$ cat config.mk
export PLATFORM = sky130hd
export DESIGN_NAME = vpma_queue
export DESIGN_NICKNAME = d
export VERILOG_FILES = /design/src/rtl/vpma_pkg.sv /design/src/rtl/vpma_queue.sv
export SDC_FILE = /design/constraint.sdc
export NUM_CORES = 1
export LEC_CHECK = 0
export BUFFER_PORTS_ARGS = -buffer_cell sky130_fd_sc_hd__buf_2
export CORE_ASPECT_RATIO = 0.8
export CORE_MARGIN = 4
export CORE_UTILIZATION = 31
export CTS_CLUSTER_SIZE = 20
export DETAILED_ROUTE_END_ITERATION = 8
export SYNTH_ARGS = -nofsm -noshare
export SYNTH_HDL_FRONTEND = slang
export SYNTH_SLANG_ARGS = --single-unit
export TNS_END_PERCENT = 100
$ cat constraint.sdc
create_clock -name clk -period 3.6 [get_ports clk]
set_input_delay 0.18 -clock clk [delete_from_list [all_inputs] [get_ports clk]]
set_output_delay 0.18 -clock clk [all_outputs]
set_load 0.01 [all_outputs]
$ cat src/rtl/vpma_pkg.sv
package vpma_pkg;

	// Planar memory geometry
	localparam int OFFSET_BITS = 16;
	localparam int ADDR_BITS   = OFFSET_BITS;

	// Command queue between front and back
	localparam int QUEUE_DEPTH = 2;
	localparam int QPTR_BITS   = (QUEUE_DEPTH > 1) ? $clog2(QUEUE_DEPTH) : 1;
	localparam int QCNT_BITS   = $clog2(QUEUE_DEPTH + 1);

	// Configuration register indexes
	localparam logic [2:0] REG_SET_RESET        = 3'd0;
	localparam logic [2:0] REG_ENABLE_SET_RESET = 3'd1;
	localparam logic [2:0] REG_COMPARE_AND_CARE = 3'd2;
	localparam logic [2:0] REG_ROTATE_AND_FUNC  = 3'd3;
	localparam logic [2:0] REG_READ_PLANE       = 3'd4;
	localparam logic [2:0] REG_MODE_BITS        = 3'd5;
	localparam logic [2:0] REG_BIT_MASK         = 3'd6;
	localparam logic [2:0] REG_PLANE_WRITE_EN   = 3'd7;

	// Logic functions
	localparam logic [1:0] FN_REPLACE = 2'd0;
	localparam logic [1:0] FN_AND     = 2'd1;
	localparam logic [1:0] FN_OR      = 2'd2;
	localparam logic [1:0] FN_XOR     = 2'd3;

	// Write modes
	localparam logic [1:0] WMODE_0 = 2'd0;
	localparam logic [1:0] WMODE_1 = 2'd1;
	localparam logic [1:0] WMODE_2 = 2'd2;
	localparam logic [1:0] WMODE_3 = 2'd3;

	typedef struct packed {
		logic [3:0] set_reset;
		logic [3:0] enable_set_reset;
		logic [7:0] compare_and_care;
		logic [4:0] rotate_and_function;
		logic [1:0] read_plane;
		logic [3:0] mode_bits;
		logic [7:0] bit_mask;
		logic [3:0] plane_write_enable;
	} cfg_t;

	typedef struct packed {
		logic                 is_write;
		logic [ADDR_BITS-1:0] addr;
		logic [7:0]           host_byte;
	} cmd_t;

	typedef struct packed {
		logic clearing;
		logic executing;
	} back_status_t;

endpackage

$ cat src/rtl/vpma_queue.sv
module vpma_queue (
	input  logic              clk,
	input  logic              arst_n,
	input  logic              push,
	input  vpma_pkg::cmd_t    push_cmd,
	input  logic              pop,
	output vpma_pkg::cmd_t    head,
	output logic              full,
	output logic              not_empty
);

	vpma_pkg::cmd_t                   entry_q [vpma_pkg::QUEUE_DEPTH];
	logic [vpma_pkg::QPTR_BITS-1:0]   wr_ptr_q;
	logic [vpma_pkg::QPTR_BITS-1:0]   rd_ptr_q;
	logic [vpma_pkg::QCNT_BITS-1:0]   count_q;

	localparam logic [vpma_pkg::QPTR_BITS-1:0] LAST_PTR =
		vpma_pkg::QPTR_BITS'(vpma_pkg::QUEUE_DEPTH - 1);
	localparam logic [vpma_pkg::QCNT_BITS-1:0] FULL_COUNT =
		vpma_pkg::QCNT_BITS'(vpma_pkg::QUEUE_DEPTH);

	assign full      = (count_q == FULL_COUNT);
	assign not_empty = (count_q != '0);
	assign head      = entry_q[rd_ptr_q];

	always_ff @(posedge clk) begin
		if (push) begin
			entry_q[wr_ptr_q] <= push_cmd;
		end
	end

	always_ff @(posedge clk or negedge arst_n) begin
		if (!arst_n) begin
			wr_ptr_q <= '0;
			rd_ptr_q <= '0;
			count_q  <= '0;
		end else begin
			if (push) begin
				wr_ptr_q <= (wr_ptr_q == LAST_PTR) ? '0 : wr_ptr_q + 1'b1;
			end
			if (pop) begin
				rd_ptr_q <= (rd_ptr_q == LAST_PTR) ? '0 : rd_ptr_q + 1'b1;
			end
			case ({push, pop})
				2'b10:   count_q <= count_q + 1'b1;
				2'b01:   count_q <= count_q - 1'b1;
				default: count_q <= count_q;
			endcase
		end
	end

endmodule

==> qor.yml <==
run_status:
  status: "completed"
placement:
  place_hpwl_um: 2474
  io_buffers: 55
  placed_area_um2: 2446
  pre_cts_ws_ps: 1708
  gp_congestion: 0.7797
  dp_cells: 233
worst_setup_path:
  ff2ff_path_depth: 2
  cp.arrival_ps: 2000
  endpoint_kind: "output port"
  critPathMaxStageDelay_ps: 820
  start_kind: "flip-flop"
  crit_fanout: 14
  path_cells: "buf_4 > mux2_2 > buf_2"
  r2r_end: "entry_q[0][21]$_DFFE_PP_"
  required_ps: 3420
  rrSetupSlack_ps: 2170
  r2r_start: "wr_ptr_q$_DFFE_PN0P_"
  critPathSlowestCell: "dfrtp_1"
  worstSetupPathType: "flip-flop to output port"
cts:
  numCtsBuffers: 5
  cts.htree.levels: 2
  clk_pin_slew_ps: 90
  clkLatencyLatePin_ps: 300
  tritoncts: "built"
  clock-root-buffer: "clkbuf_8"
  cts.path.max_buffers: 2
  clock_sinks: 54
  cts_setup_buffers: 0
detailed_routing:
  drc: 0
  drt_pre_antenna_iters: 2
  vias: 982
  wl_per_cell_um: 13.86
  initialDrtViolationCount: 21
  wl_um: 3354
  vias_per_cell: 4.058
  postRouteAntennaNets: 0
die:
  start_util_pct: 32.32
  die_y_um: 81.48
  top_level_ports: 56
  core_area_um2: 6474
  die_x_um: 99.85
  die-area_um2: 8135
  rows: 26
timing:
  worst_slack_ps: 1417
  worst_pin_slew_ps: 727.5
  hold-worst-slack_ps: 64.78
  fmax_mhz: 458.1
  period_share_pct: 60.64
  rsz0062_at_grt: "no"
  slew_viol_final: 0
  hold_viol: 0
  slew_headroom_pct: 51.50
  finalSetupViolCount: 0
  fin_skew_ps: 5.383
  period_minus_slack_ps: 2183
  tns_ps: 0
finish:
  seqCellArea_um2: 1602
  fin_area_um2: 2566
  drive_gt1_share_pct: 58.23
  layout_common_cells: "buf_2, edfxtp_1, mux2_4"
  fillCellCount: 591
  nets: 187
  final_cells: 242
  multi_input_area_um2: 437.9
  final_common_cell: "buf_2"
  area.growth.synth_to_final_pct: 22.67
  diodes: 0
flow_run:
  max-cap-violations: 0
yosys:
  yosysSeqAreaShare_pct: 76.56
  synth_cell_types: 14
  syn_inst: 94
  netlist_area_um2: 2092
  synth_top_area_cell: "edfxtp_1"
  avgSynthCellArea_um2: 22.26
  synth-seq-cells: 54
  synth.area.top_cells: "edfxtp_1, mux2_4, dfrtp_1"
  synth_warnings: 0
  synth_top_area_share_pct: 71.77
  synth_fp_nets: 124
hold_path:
  hp-class: "input port to flip-flop"
  min_to: "entry_q[1][22]$_DFFE_PP_"
  whs_path_depth: 1
  min_from: "push_cmd[22]"
power_and_ir_drop:
  power_leakage_nw: 1.024
  peakVddDrop_mv: 0.3053
  pwr_density_cell_nw_per_um2: 737.1
grt:
  grt_pass1_vias: 1086
  grt_pass1_wl_um: 5078
  grtUsageTotal_pct: 8.395
  grt_overflow_total: 0
  grt_max_degree: 20
  antenna_found_initial: 0
[worst max-delay path by stage]
stage | from | endpoint | slack, ps | cells after the start
CTS | rd_ptr_q$_DFFE_PN0P_ | head[12] | 1360 | 3
detailed placement | rd_ptr_q$_DFFE_PN0P_ | head[12] | 1710 | 3
floorplan | wr_ptr_q$_DFFE_PN0P_ | entry_q[0][0]$_DFFE_PP_ | 1720 | 1
finish | rd_ptr_q$_DFFE_PN0P_ | head[12] | 1420 | 3
global route | rd_ptr_q$_DFFE_PN0P_ | head[9] | 1290 | 3
global placement | rd_ptr_q$_DFFE_PN0P_ | head[24] | 1750 | 3
[cell usage after synthesis]
| cell type | instances |
|---|---|
| edfxtp_1 | 50 |
| mux2_4 | 19 |
| mux2_2 | 6 |
| dfrtp_1 | 4 |
| xor2_1 | 3 |
| buf_12 | 2 |
| nor2_1 | 2 |
| xnor2_1 | 2 |
| and2_1 | 1 |
| buf_6 | 1 |
| ha_1 | 1 |
| inv_1 | 1 |
| nor2b_1 | 1 |
| or2_2 | 1 |
[where the power goes]
part	leakage [nW]	switching (mW)	total, mW	internal [mW]
combinational	0.457	0.269	0.590	0.321
sequential	0.516	0.0794	0.916	0.836
clock	0.0514	0.179	0.386	0.207
total	1.02	0.527	1.89	1.36
[state kept, by name (all words and copies together), names as in the netlist]
name and cells:
entry_q 50, count_q 2, rd_ptr_q 1, wr_ptr_q 1
[logic make-up (layout without fill, tap and decap cells)]
kind of cell               Yosys count  after routing  synth area share [%]
xor gates and xnor gates             5              5                 2.094
buffers and inverters                4             68                 2.631
DFF                                 54             54                 76.56
muxes                               25             25                 16.87
and+or+nand+nor                      5              5                 1.257
adders and majority gates            1              1                0.5980
[what timing repair did]
| action | 4_1_cts | 5_1_grt |
|---|---|---|
| hold endpoints to repair | 4 | 0 |
| hold buffers | 1 | 0 |
| gates resized for setup | 0 | 0 |
[per-stage QoR]
stage / utilization (%) / power, mW
finish: 39.64 / 1.892
global route: 39.64 / 2.000
CTS: 39.64 / 1.928
detailed placement: 37.79 / 1.536
global placement: 37.79 / 1.518
floorplan: - / 1.366
[per-layer routing]
| layer | vias up | global-route usage, % | wire length [um] | part of all wire [%] |
|---|---|---|---|---|
| li1 | 480 | - | - | - |
| met1 | 450 | 9.570 | 1404 | 42 |
| met2 | 47 | 13.65 | 1538 | 46 |
| met3 | 5 | 4.414 | 387 | 12 |
| met4 | 0 | 2.865 | 23 | 0.69 |
| met5 | - | 0 | 0 | 0 |
[layout make-up]
class | count | share of cell area, %
inverters | 1 | 0.1463
clock inverters | 2 | 1.463
flip-flops and latches | 54 | 62.41
clock buffers | 6 | 2.828
multi-input cells | 36 | 17.06
repair buffers | 59 | 11.99
well taps | 84 | 4.096
[worst max-delay path, delay by kind of cell, from the launching register on]
| kind | cells | cell delay [ps] |
|---|---|---|
| flops | 1 | 820 |
| mux | 1 | 360 |
| buf+inv | 2 | 520 |
Note: power is estimated with default switching activity, not from simulation.
